File: src/cqkr_pkg.sv
`timescale 1ns / 1ps
// ----------------------------------------------------------------------------
// Character queue package
// Field widths, command and error codes, controller states and the command
// and status structures that pass between the controller and the datapath.
// ----------------------------------------------------------------------------
package cqkr_pkg;

    localparam int CMD_W  = 3;
    localparam int CHAR_W = 8;
    localparam int POS_W  = 5;
    localparam int FILL_W = 5;
    localparam int ERR_W  = 2;

    typedef enum logic [CMD_W-1:0] {
        CMD_PUSH   = 3'd0,
        CMD_POP    = 3'd1,
        CMD_REMOVE = 3'd2,
        CMD_INSERT = 3'd3,
        CMD_DUMP   = 3'd4,
        CMD_CLEAR  = 3'd5
    } t_cmd;

    typedef enum logic [ERR_W-1:0] {
        ERR_OK        = 2'd0,
        ERR_OVERFLOW  = 2'd1,
        ERR_UNDERFLOW = 2'd2,
        ERR_POSITION  = 2'd3
    } t_err;

    typedef enum logic [3:0] {
        ST_IDLE,
        ST_DECODE,
        ST_POP_WAIT,
        ST_REM_RD,
        ST_REM_WR,
        ST_INS_RD,
        ST_INS_WR,
        ST_DMP_RD,
        ST_DMP_OUT,
        ST_RESP
    } t_state;

    // Offset from the head that selects the ring slot of a store access.
    typedef enum logic [2:0] {
        OFS_IDX,
        OFS_IDX_M1,
        OFS_WPTR,
        OFS_COUNT,
        OFS_HEAD
    } t_ofs;

    typedef enum logic {
        WSRC_CHAR,
        WSRC_RDATA
    } t_wsrc;

    typedef struct packed {
        logic  in_ready;
        logic  rd_en;
        logic  wr_en;
        t_ofs  ofs;
        t_wsrc wsrc;
        logic  idx_clr;
        logic  idx_from_cnt;
        logic  idx_inc;
        logic  idx_dec;
        logic  wptr_clr;
        logic  wptr_inc;
        logic  cnt_inc;
        logic  cnt_dec;
        logic  cnt_from_wptr;
        logic  head_inc;
        logic  clear_all;
        logic  err_set;
        t_err  err;
        logic  res_load;
        logic  emit;
        logic  emit_dump;
    } t_ctl;

    typedef struct packed {
        t_cmd cmd;
        logic in_valid;
        logic full;
        logic empty;
        logic pos_bad;
        logic idx_at_cnt;
        logic idx_below_pos;
        logic last_entry;
        logic key_miss;
        logic out_free;
    } t_sts;

endpackage

File: src/cqkr_in_if.sv
`timescale 1ns / 1ps
// ----------------------------------------------------------------------------
// Command channel
// Valid/ready channel that carries one command word into the queue.
// ----------------------------------------------------------------------------
interface cqkr_in_if;
    import cqkr_pkg::*;

    logic              valid;
    logic              ready;
    logic [CMD_W-1:0]  cmd;
    logic [CHAR_W-1:0] in_char;
    logic [POS_W-1:0]  position;

    modport source (output valid, output cmd, output in_char, output position, input ready);
    modport sink   (input valid, input cmd, input in_char, input position, output ready);
endinterface

File: src/cqkr_out_if.sv
`timescale 1ns / 1ps
// ----------------------------------------------------------------------------
// Result channel
// Valid/ready channel that carries one result word out of the queue.
// ----------------------------------------------------------------------------
interface cqkr_out_if;
    import cqkr_pkg::*;

    logic              valid;
    logic              ready;
    logic [CHAR_W-1:0] out_char;
    logic [FILL_W-1:0] fill_count;
    logic              is_empty;
    logic [ERR_W-1:0]  error_code;
    logic              last;

    modport source (output valid, output out_char, output fill_count, output is_empty,
                    output error_code, output last, input ready);
    modport sink   (input valid, input out_char, input fill_count, input is_empty,
                    input error_code, input last, output ready);
endinterface

File: src/char_queue_with_key_remove_top.sv
`timescale 1ns / 1ps
// ----------------------------------------------------------------------------
// Character queue with key removal
// Bounded FIFO of byte characters in a ring store, with push, pop,
// remove-by-key, insert-at-position, dump and clear commands.
// ----------------------------------------------------------------------------
//
//  Channel   Direction  Handshake     Payload
//  i_in      in         valid/ready   cmd, in_char, position
//  o_out     out        valid/ready   out_char, fill_count, is_empty,
//                                     error_code, last
//
// One command word is taken at a time; i_in.ready is high only while the
// controller is idle. Pop reads the head entry; remove-key reads each stored
// entry and writes each survivor back towards the head; insert moves each
// entry from the position on up one slot; dump reads each entry in turn.
// All go through the entry store, with its shared address and registered read.
// Results pass through an output register, so the controller moves on while
// a word waits there; it stalls only when a new word must be loaded while
// the register is still full and o_out.ready is low.
// Reset is synchronous and active low; it empties the queue at once. The
// store itself is not cleared, since only entries that were written are read.
//
module char_queue_with_key_remove_top #(
    parameter int DEPTH = 16
) (
    input  logic        i_clk,
    input  logic        i_rst_n,
    cqkr_in_if.sink     i_in,
    cqkr_out_if.source  o_out
);
    import cqkr_pkg::*;

    t_ctl w_ctl;
    t_sts w_sts;

    // The controller decides the sequence of store accesses for a command.
    cqkr_ctrl u_ctrl (
        .i_clk   (i_clk),
        .i_rst_n (i_rst_n),
        .i_sts   (w_sts),
        .o_ctl   (w_ctl)
    );

    // The datapath holds the queue state, the store and the result register.
    cqkr_dp #(
        .DEPTH (DEPTH)
    ) u_dp (
        .i_clk   (i_clk),
        .i_rst_n (i_rst_n),
        .i_ctl   (w_ctl),
        .o_sts   (w_sts),
        .i_in    (i_in),
        .o_out   (o_out)
    );
endmodule

File: src/cqkr_ram.sv
`timescale 1ns / 1ps
// ----------------------------------------------------------------------------
// Generic RAM
// One write port and one read port with registered read data.
// ----------------------------------------------------------------------------
module cqkr_ram #(
    parameter int WIDTH = 8,
    parameter int DEPTH = 16
) (
    input  logic                     i_clk,
    input  logic                     i_wr_en,
    input  logic [$clog2(DEPTH)-1:0] i_wr_addr,
    input  logic [WIDTH-1:0]         i_wr_data,
    input  logic                     i_rd_en,
    input  logic [$clog2(DEPTH)-1:0] i_rd_addr,
    output logic [WIDTH-1:0]         o_rd_data
);
    logic [WIDTH-1:0] r_mem [DEPTH];
    logic [WIDTH-1:0] r_rd_data;

    always_ff @(posedge i_clk) begin
        if (i_wr_en) begin
            r_mem[i_wr_addr] <= i_wr_data;
        end
        if (i_rd_en) begin
            r_rd_data <= r_mem[i_rd_addr];
        end
    end

    assign o_rd_data = r_rd_data;
endmodule

File: src/cqkr_dp.sv
`timescale 1ns / 1ps
// ----------------------------------------------------------------------------
// Character queue datapath
// Head, count and walk pointers, the ring address, the entry store and the
// result register.
// ----------------------------------------------------------------------------
module cqkr_dp #(
    parameter int DEPTH = 16
) (
    input  logic            i_clk,
    input  logic            i_rst_n,
    input  cqkr_pkg::t_ctl  i_ctl,
    output cqkr_pkg::t_sts  o_sts,
    cqkr_in_if.sink         i_in,
    cqkr_out_if.source      o_out
);
    import cqkr_pkg::*;

    localparam int IW = $clog2(DEPTH);
    localparam int CW = $clog2(DEPTH + 1);
    localparam int XW = (CW > POS_W) ? CW : POS_W;
    localparam logic [CW:0]   DEPTH_S = (CW + 1)'(DEPTH);
    localparam logic [CW-1:0] DEPTH_C = CW'(DEPTH);
    localparam logic [IW-1:0] HEAD_MAX = IW'(DEPTH - 1);

    logic [IW-1:0]     r_head;
    logic [CW-1:0]     r_count;
    logic [CW-1:0]     r_idx;
    logic [CW-1:0]     r_wptr;
    t_cmd              r_cmd;
    logic [CHAR_W-1:0] r_char;
    logic [POS_W-1:0]  r_pos;
    t_err              r_err;
    logic [CHAR_W-1:0] r_res_char;

    logic              r_ov;
    logic [CHAR_W-1:0] r_oc;
    logic [FILL_W-1:0] r_ofill;
    logic              r_oempty;
    t_err              r_oerr;
    logic              r_olast;

    logic [CW-1:0]     w_ofs;
    logic [CW:0]       w_sum;
    logic [CW:0]       w_slot;
    logic [IW-1:0]     w_addr;
    logic [CHAR_W-1:0] w_wdata;
    logic [CHAR_W-1:0] w_rdata;
    logic              w_take;
    logic              w_free;
    logic [XW-1:0]     w_cnt_x;

    assign w_take = i_in.valid && i_ctl.in_ready;
    assign w_free = !r_ov || o_out.ready;
    assign i_in.ready = i_ctl.in_ready;

    // Ring slot of an offset from the head: the sum stays below twice DEPTH.
    always_comb begin
        case (i_ctl.ofs)
            OFS_IDX:    w_ofs = r_idx;
            OFS_IDX_M1: w_ofs = r_idx - CW'(1);
            OFS_WPTR:   w_ofs = r_wptr;
            OFS_COUNT:  w_ofs = r_count;
            default:    w_ofs = '0;
        endcase
    end

    assign w_sum   = (CW + 1)'(r_head) + (CW + 1)'(w_ofs);
    assign w_slot  = (w_sum >= DEPTH_S) ? (w_sum - DEPTH_S) : w_sum;
    assign w_addr  = w_slot[IW-1:0];
    assign w_wdata = (i_ctl.wsrc == WSRC_RDATA) ? w_rdata : r_char;

    cqkr_ram #(
        .WIDTH (CHAR_W),
        .DEPTH (DEPTH)
    ) u_store (
        .i_clk     (i_clk),
        .i_wr_en   (i_ctl.wr_en),
        .i_wr_addr (w_addr),
        .i_wr_data (w_wdata),
        .i_rd_en   (i_ctl.rd_en),
        .i_rd_addr (w_addr),
        .o_rd_data (w_rdata)
    );

    // Queue state.
    always_ff @(posedge i_clk) begin
        if (!i_rst_n) begin
            r_head  <= '0;
            r_count <= '0;
            r_idx   <= '0;
            r_wptr  <= '0;
            r_err   <= ERR_OK;
        end else begin
            if (i_ctl.clear_all) begin
                r_head  <= '0;
                r_count <= '0;
            end else begin
                if (i_ctl.head_inc) begin
                    r_head <= (r_head == HEAD_MAX) ? '0 : r_head + IW'(1);
                end
                if (i_ctl.cnt_inc) begin
                    r_count <= r_count + CW'(1);
                end else if (i_ctl.cnt_dec) begin
                    r_count <= r_count - CW'(1);
                end else if (i_ctl.cnt_from_wptr) begin
                    r_count <= r_wptr;
                end
            end
            if (i_ctl.idx_clr) begin
                r_idx <= '0;
            end else if (i_ctl.idx_from_cnt) begin
                r_idx <= r_count;
            end else if (i_ctl.idx_inc) begin
                r_idx <= r_idx + CW'(1);
            end else if (i_ctl.idx_dec) begin
                r_idx <= r_idx - CW'(1);
            end
            if (i_ctl.wptr_clr) begin
                r_wptr <= '0;
            end else if (i_ctl.wptr_inc) begin
                r_wptr <= r_wptr + CW'(1);
            end
            if (i_ctl.err_set) begin
                r_err <= i_ctl.err;
            end
        end
    end

    // Captured command word and the character of the pending result.
    always_ff @(posedge i_clk) begin
        if (w_take) begin
            r_cmd      <= t_cmd'(i_in.cmd);
            r_char     <= i_in.in_char;
            r_pos      <= i_in.position;
            r_res_char <= '0;
        end else if (i_ctl.res_load) begin
            r_res_char <= w_rdata;
        end
    end

    assign w_cnt_x = XW'(r_count);

    // Result register.
    always_ff @(posedge i_clk) begin
        if (!i_rst_n) begin
            r_ov <= 1'b0;
        end else if (i_ctl.emit) begin
            r_ov <= 1'b1;
        end else if (o_out.ready) begin
            r_ov <= 1'b0;
        end
    end

    always_ff @(posedge i_clk) begin
        if (i_ctl.emit) begin
            r_ofill  <= w_cnt_x[FILL_W-1:0];
            r_oempty <= (r_count == '0);
            if (i_ctl.emit_dump) begin
                r_oc    <= w_rdata;
                r_oerr  <= ERR_OK;
                r_olast <= o_sts.last_entry;
            end else begin
                r_oc    <= r_res_char;
                r_oerr  <= r_err;
                r_olast <= 1'b1;
            end
        end
    end

    assign o_out.valid      = r_ov;
    assign o_out.out_char   = r_oc;
    assign o_out.fill_count = r_ofill;
    assign o_out.is_empty   = r_oempty;
    assign o_out.error_code = r_oerr;
    assign o_out.last       = r_olast;

    // Status towards the controller.
    always_comb begin
        o_sts.cmd           = r_cmd;
        o_sts.in_valid      = i_in.valid;
        o_sts.full          = (r_count == DEPTH_C);
        o_sts.empty         = (r_count == '0);
        o_sts.pos_bad       = (r_pos == '0) || (XW'(r_pos) > w_cnt_x);
        o_sts.idx_at_cnt    = (r_idx == r_count);
        o_sts.idx_below_pos = (XW'(r_idx) < XW'(r_pos));
        o_sts.last_entry    = ((r_idx + CW'(1)) == r_count);
        o_sts.key_miss      = (w_rdata != r_char);
        o_sts.out_free      = w_free;
    end
endmodule

File: src/cqkr_ctrl.sv
`timescale 1ns / 1ps
// ----------------------------------------------------------------------------
// Character queue controller
// Sequences each command over the datapath, one store access per cycle.
// ----------------------------------------------------------------------------
module cqkr_ctrl (
    input  logic            i_clk,
    input  logic            i_rst_n,
    input  cqkr_pkg::t_sts  i_sts,
    output cqkr_pkg::t_ctl  o_ctl
);
    import cqkr_pkg::*;

    t_state r_state;
    t_state n_state;

    always_ff @(posedge i_clk) begin
        if (!i_rst_n) begin
            r_state <= ST_IDLE;
        end else begin
            r_state <= n_state;
        end
    end

    always_comb begin
        n_state = r_state;
        o_ctl   = '0;
        o_ctl.err = ERR_OK;
        unique case (r_state)
            ST_IDLE: begin
                o_ctl.in_ready = 1'b1;
                if (i_sts.in_valid) begin
                    n_state = ST_DECODE;
                end
            end
            ST_DECODE: begin
                o_ctl.err_set = 1'b1;
                n_state = ST_RESP;
                unique case (i_sts.cmd)
                    CMD_PUSH: begin
                        if (i_sts.full) begin
                            o_ctl.err = ERR_OVERFLOW;
                        end else begin
                            o_ctl.wr_en   = 1'b1;
                            o_ctl.ofs     = OFS_COUNT;
                            o_ctl.wsrc    = WSRC_CHAR;
                            o_ctl.cnt_inc = 1'b1;
                        end
                    end
                    CMD_POP: begin
                        if (i_sts.empty) begin
                            o_ctl.err = ERR_UNDERFLOW;
                        end else begin
                            o_ctl.rd_en = 1'b1;
                            o_ctl.ofs   = OFS_HEAD;
                            n_state     = ST_POP_WAIT;
                        end
                    end
                    CMD_REMOVE: begin
                        o_ctl.idx_clr  = 1'b1;
                        o_ctl.wptr_clr = 1'b1;
                        n_state        = ST_REM_RD;
                    end
                    CMD_INSERT: begin
                        if (i_sts.full) begin
                            o_ctl.err = ERR_OVERFLOW;
                        end else if (i_sts.pos_bad) begin
                            o_ctl.err = ERR_POSITION;
                        end else begin
                            o_ctl.idx_from_cnt = 1'b1;
                            n_state            = ST_INS_RD;
                        end
                    end
                    CMD_DUMP: begin
                        if (!i_sts.empty) begin
                            o_ctl.idx_clr = 1'b1;
                            n_state       = ST_DMP_RD;
                        end
                    end
                    CMD_CLEAR: begin
                        o_ctl.clear_all = 1'b1;
                    end
                    default: begin
                    end
                endcase
            end
            ST_POP_WAIT: begin
                o_ctl.res_load = 1'b1;
                o_ctl.head_inc = 1'b1;
                o_ctl.cnt_dec  = 1'b1;
                n_state        = ST_RESP;
            end
            ST_REM_RD: begin
                if (i_sts.idx_at_cnt) begin
                    o_ctl.cnt_from_wptr = 1'b1;
                    n_state             = ST_RESP;
                end else begin
                    o_ctl.rd_en = 1'b1;
                    o_ctl.ofs   = OFS_IDX;
                    n_state     = ST_REM_WR;
                end
            end
            ST_REM_WR: begin
                if (i_sts.key_miss) begin
                    o_ctl.wr_en    = 1'b1;
                    o_ctl.ofs      = OFS_WPTR;
                    o_ctl.wsrc     = WSRC_RDATA;
                    o_ctl.wptr_inc = 1'b1;
                end
                o_ctl.idx_inc = 1'b1;
                n_state       = ST_REM_RD;
            end
            ST_INS_RD: begin
                if (i_sts.idx_below_pos) begin
                    o_ctl.wr_en   = 1'b1;
                    o_ctl.ofs     = OFS_IDX;
                    o_ctl.wsrc    = WSRC_CHAR;
                    o_ctl.cnt_inc = 1'b1;
                    n_state       = ST_RESP;
                end else begin
                    o_ctl.rd_en = 1'b1;
                    o_ctl.ofs   = OFS_IDX_M1;
                    n_state     = ST_INS_WR;
                end
            end
            ST_INS_WR: begin
                o_ctl.wr_en   = 1'b1;
                o_ctl.ofs     = OFS_IDX;
                o_ctl.wsrc    = WSRC_RDATA;
                o_ctl.idx_dec = 1'b1;
                n_state       = ST_INS_RD;
            end
            ST_DMP_RD: begin
                o_ctl.rd_en = 1'b1;
                o_ctl.ofs   = OFS_IDX;
                n_state     = ST_DMP_OUT;
            end
            ST_DMP_OUT: begin
                if (i_sts.out_free) begin
                    o_ctl.emit      = 1'b1;
                    o_ctl.emit_dump = 1'b1;
                    o_ctl.idx_inc   = 1'b1;
                    n_state = i_sts.last_entry ? ST_IDLE : ST_DMP_RD;
                end
            end
            ST_RESP: begin
                if (i_sts.out_free) begin
                    o_ctl.emit = 1'b1;
                    n_state    = ST_IDLE;
                end
            end
            default: begin
                n_state = ST_IDLE;
            end
        endcase
    end
endmodule

File: src/flat_wrapper.sv
// flat-port wrapper written by rule: the top's interface ports become plain ports
module char_queue_with_key_remove_top_flat import cqkr_pkg::*;
#(
    parameter int DEPTH = 16
)
  (i_clk, i_rst_n, i_in_valid, i_in_cmd, i_in_in_char, i_in_position, i_in_ready, o_out_valid, o_out_out_char, o_out_fill_count, o_out_is_empty, o_out_error_code, o_out_last, o_out_ready);
  cqkr_in_if i_in_i ();
  cqkr_out_if o_out_i ();
  input  logic i_clk;
  input  logic i_rst_n;
  input wire logic [$bits(i_in_i.valid)-1:0] i_in_valid;
  input wire logic [$bits(i_in_i.cmd)-1:0] i_in_cmd;
  input wire logic [$bits(i_in_i.in_char)-1:0] i_in_in_char;
  input wire logic [$bits(i_in_i.position)-1:0] i_in_position;
  output wire logic [$bits(i_in_i.ready)-1:0] i_in_ready;
  output wire logic [$bits(o_out_i.valid)-1:0] o_out_valid;
  output wire logic [$bits(o_out_i.out_char)-1:0] o_out_out_char;
  output wire logic [$bits(o_out_i.fill_count)-1:0] o_out_fill_count;
  output wire logic [$bits(o_out_i.is_empty)-1:0] o_out_is_empty;
  output wire logic [$bits(o_out_i.error_code)-1:0] o_out_error_code;
  output wire logic [$bits(o_out_i.last)-1:0] o_out_last;
  input wire logic [$bits(o_out_i.ready)-1:0] o_out_ready;
  assign i_in_i.valid = i_in_valid;
  assign i_in_i.cmd = i_in_cmd;
  assign i_in_i.in_char = i_in_in_char;
  assign i_in_i.position = i_in_position;
  assign i_in_ready = i_in_i.ready;
  assign o_out_valid = o_out_i.valid;
  assign o_out_out_char = o_out_i.out_char;
  assign o_out_fill_count = o_out_i.fill_count;
  assign o_out_is_empty = o_out_i.is_empty;
  assign o_out_error_code = o_out_i.error_code;
  assign o_out_last = o_out_i.last;
  assign o_out_i.ready = o_out_ready;
  char_queue_with_key_remove_top #(.DEPTH(DEPTH)) u_core (.i_clk(i_clk), .i_rst_n(i_rst_n), .i_in(i_in_i), .o_out(o_out_i));
endmodule
File: config.mk
export PLATFORM = sky130hd
export DESIGN_NAME = char_queue_with_key_remove_top_flat
export DESIGN_NICKNAME = d
export VERILOG_FILES = /design/src/cqkr_pkg.sv /design/src/cqkr_in_if.sv /design/src/cqkr_out_if.sv /design/src/char_queue_with_key_remove_top.sv /design/src/cqkr_ram.sv /design/src/cqkr_dp.sv /design/src/cqkr_ctrl.sv /design/src/flat_wrapper.sv
export SDC_FILE = /design/constraint.sdc
export NUM_CORES = 1
export LEC_CHECK = 0
export ABC_AREA = 0
export BUFFER_PORTS_ARGS = -buffer_cell sky130_fd_sc_hd__buf_4
export CORE_ASPECT_RATIO = 0.7
export CORE_MARGIN = 4
export CORE_UTILIZATION = 56
export CTS_CLUSTER_SIZE = 12
export DETAILED_ROUTE_END_ITERATION = 7
export GPL_TIMING_DRIVEN = 0
export PLACE_DENSITY_LB_ADDON = 0.08
export SYNTH_ARGS = -nofsm -noshare
export SYNTH_HDL_FRONTEND = slang
export SYNTH_SLANG_ARGS = --single-unit
File: constraint.sdc
create_clock -name i_clk -period 4.6 [get_ports i_clk]
set_input_delay 0.92 -clock i_clk [delete_from_list [all_inputs] [get_ports i_clk]]
set_output_delay 0.92 -clock i_clk [all_outputs]
set_load 0.01 [all_outputs]
==> impl_metrics.tcl <==
set metrics [dict create \
    rr_worst_depth 18 \
    area_growth_syn_to_layout_pct 19.0 \
    die_h_um 115 \
    grt_max_degree 25 \
    fillers 1101 \
    max_stage_delay_ns 0.48 \
    cp_top_family "simple AND/OR/NAND/NOR gates" \
    skew_ns 0.0189 \
    path_clk_slew_ns 0.06 \
    finalMaxSlewViolations 0 \
    cp_data_arrival_time_ns 4.66 \
    slew_headroom_pct 18.3 \
    cts_buffer_depth 3 \
    r2r_slack_ns 0.14 \
    wl_mm 21.5 \
    grt_pass1_vias 5620 \
    fmax_mhz 224 \
    maxCapViolations 0 \
    avgSynthCellArea_um2 14.2 \
    post_drt_via_cell_ratio 6.15 \
    crit_path_top_delay_cell "fa_1" \
    final_common_cell "edfxtp_1" \
    grt_pass1_wl_mm 33.0 \
    wl_per_cell_um 22.4 \
    numPortBuffers 37 \
    finalSetupViolCount 0 \
    grt_overflow 0 \
    track_usage_pct 23.4 \
    ys_warn_count 0 \
    layout-drive-gt1-share_pct 25.1 \
    drt_pass1_iterations 5 \
    cts-buffers-inserted 21 \
    crit_buf_inv 6 \
    yosysSeqAreaShare_pct 62.8 \
    antennaDiodeCount 0 \
    cts-root-buf "clkbuf_16" \
    cts_num_sinks 203 \
    multi_input_area_mm2 0.00345 \
    crit_chain "clkbuf_4 -> inv_1 -> ha_1 -> nand4_1 -> inv_2 -> nor4_4 -> nor4_4 -> nand2_1 -> o21ai_0 -> a221o_1 -> ha_1 -> fa_1 -> clkbuf_4 -> clkbuf_4 -> nor2_1 -> nand3_1 -> nor2_4 -> buf_12" \
    tightestPinTransition_ns 1.22 \
    hold_path.class "flip-flop to flip-flop" \
    ys_async_sr_fraction_pct 0 \
    status "finished clean" \
    die-area_mm2 0.0185 \
    gp_congestion 0.916 \
    rr_startpoint "u_core.u_dp.r_count[1]" \
    htree_levels 1 \
    cp_max_fo 10 \
    layout_common_cells "169 x edfxtp_1, 50 x nand2_1, 49 x buf_4, 33 x dfxtp_1" \
    power_leakage_nw 3.66 \
    coreArea_mm2 0.0158 \
    start_util_pct 58.1 \
    min_from "u_core.u_dp.r_count[3]" \
    p_total_w 0.00582 \
    synth_area_mm2 0.00917 \
    antenna_found_initial 0 \
    finalNetCount 766 \
    r2r_end "u_core.u_dp.u_store.r_mem[4][3]" \
    synth_fp_nets 684 \
    cp_common_cell "clkbuf_4" \
    fin_crit_ns 4.46 \
    ys_ff_latch 203 \
    ant_nets 0 \
    cp.required_ns 4.80 \
    ys_types 61 \
    peakVddDrop_mv 0.258 \
    drcViolationCount 0 \
    io_pins 39 \
    clk_latency_ns 0.50 \
    rows 38 \
    utilization_pct 69.1 \
    holdPathStages 0 \
    crit_path_start_kind "flip-flop" \
    synth_edf_count 169 \
    die_x_um 161 \
    crit_path_end_kind "flip-flop" \
    dpl.hpwl_mm 14.6 \
    drt_iter0_drc 637 \
    syn_inst 644 \
    fin_crit_sh_pct 97.0 \
    cts_tree "done" \
    dr_total_vias 5913 \
    final-hold-violation-count 0 \
    criticalPathCategory "flip-flop to flip-flop" \
    worstHoldEndpoint "u_core.u_dp.o_out.fill_count[3]" \
    ff_latch_area_mm2 0.00576 \
    p_per_area_mw_per_mm2 534 \
    dominantRegCellSynth "edfxtp_1" \
]
Yosys cell counts, types with 4 or more instances:
cell type    n  share of area [%]
inv_1       12               0.49
nand4_1      7               0.48
a31oi_1      7               0.48
o21a_1       4               0.33
nor2_1      45                1.8
nand2_1     50                2.0
edfxtp_1   169                 55
xor2_1      18                1.7
and2_1       6               0.41
mux2_2      17                2.1
nor2b_1      4               0.27
clkbuf_1    22               0.90
xnor2_1     11                1.1
nand2b_1     5               0.34
mux2i_1     29                3.2
nor4_1       7               0.48
o21ai_0     18               0.98
nand3_1     17               0.93
nand3b_1     6               0.49
mux4_2      32                7.9
ha_1        19                2.6
nor3_1      11               0.60
or3_1        5               0.34
a21oi_1     32                1.7
dfxtp_1     34                7.4
area by class of cell:
class	count	area share [%]
flip-flops and latches	203	52.8
multi-input cells	397	31.6
repair buffers	59	5.59
clock buffers	33	5.32
well taps	220	2.52
plain buffers	29	1.41
inverters	15	0.516
clock inverters	5	0.241
routing by layer:
layer / vias up / track usage [%] / share of wire, %
met2: 283 / 32.4 / 42
met3: 27 / 4.44 / 9.5
met1: 2958 / 38.5 / 47
met4: 0 / 4.83 / 1.5
li1: 2645 / - / -
met5: - / 0 / 0
per-stage QoR:
stage	setup slack (ns)	setup TNS, ns	instance area [µm²]	cells	hold WS [ns]
2_1_floorplan	0.142	0	9170	644	0.403
3_3_place_gp	-1.40	-146.94	9720	901	0.429
3_5_place_dp	-1.49	-158.93	9730	902	0.427
4_1_cts	0.00111	0	10700	949	0.444
5_1_grt	-0.0754	-1.07	10900	961	0.455
6_report	0.139	0	10900	961	0.440
worst max-delay path by stage:
stage | from | end | slack [ns] | depth (start not counted)
2_1_floorplan | u_core.u_dp.r_count[1] | u_core.u_dp.u_store.r_mem[10][0] | 0.14 | 16
3_3_place_gp | u_core.u_dp.r_count[1] | u_core.u_dp.u_store.r_mem[10][1] | -1.40 | 16
3_5_place_dp | u_core.u_dp.r_count[1] | u_core.u_dp.u_store.r_mem[10][1] | -1.49 | 16
4_1_cts | u_core.u_dp.r_count[1] | u_core.u_dp.u_store.o_rd_data[4] | 0.001 | 17
5_1_grt | u_core.u_dp.r_count[1] | u_core.u_dp.u_store.r_mem[4][6] | -0.08 | 18
6_report | u_core.u_dp.r_count[1] | u_core.u_dp.u_store.r_mem[4][3] | 0.14 | 18
registers in the layout, summed over array words and instances (netlist names):
register and flops:
u_core.u_dp.u_store.r_mem 128, u_core.u_dp.o_out.out_char 8, u_core.u_dp.r_char 8, u_core.u_dp.r_res_char 8
u_core.u_dp.u_store.o_rd_data 8, u_core.u_dp.o_out.fill_count 5, u_core.u_dp.r_count 5, u_core.u_dp.r_idx 5
u_core.u_dp.r_pos 5, u_core.u_dp.r_wptr 5, u_core.u_ctrl.r_state 4, u_core.u_dp.r_head 4
u_core.u_dp.r_cmd 3, u_core.u_dp.o_out.error_code 2, u_core.u_dp.r_err 2, u_core.u_dp.o_out.is_empty 1
u_core.u_dp.o_out.last 1, u_core.u_dp.o_out.valid 1
where the power goes:
group	internal, W	total (W)	switching [W]
Clock	0.000867	0.00152	0.000655
Combinational	0.000774	0.00187	0.00110
Sequential	0.00232	0.00243	0.000113
cell families (layout without fill, tap and decap cells):
| logic type | Yosys count | count (layout) | share of synthesized area [%] |
|---|---|---|---|
| mux | 78 | 78 | 13.1 |
| simple gates | 178 | 178 | 9.95 |
| buf+inv | 44 | 141 | 1.88 |
| fa+ha+maj | 20 | 20 | 2.81 |
| xor+xnor | 30 | 30 | 2.95 |
| compound gates | 91 | 91 | 6.48 |
| flops | 203 | 203 | 62.8 |
repair_timing:
| item | in CTS | in global routing |
|---|---|---|
| resized for setup | 60 | 12 |
| buffers inserted | 9 | 12 |
| endpoints found under the setup margin | 136 | 136 |
| hold buffers | 0 | 0 |
| pin swaps | 8 | 9 |
worst register-to-register path, cell delays in order, from the launching register on:
cell	delay [ns]
dfxtp_1	0.33
clkbuf_4	0.19
inv_1	0.18
ha_1	0.20
nand4_1	0.27
inv_2	0.23
nor4_4	0.07
nor4_4	0.42
nand2_1	0.09
o21ai_0	0.10
a221o_1	0.14
ha_1	0.19
fa_1	0.48
clkbuf_4	0.25
clkbuf_4	0.23
nor2_1	0.17
nand3_1	0.26
nor2_4	0.21
buf_12	0.15
Note: power is estimated with default switching activity, not from simulation.
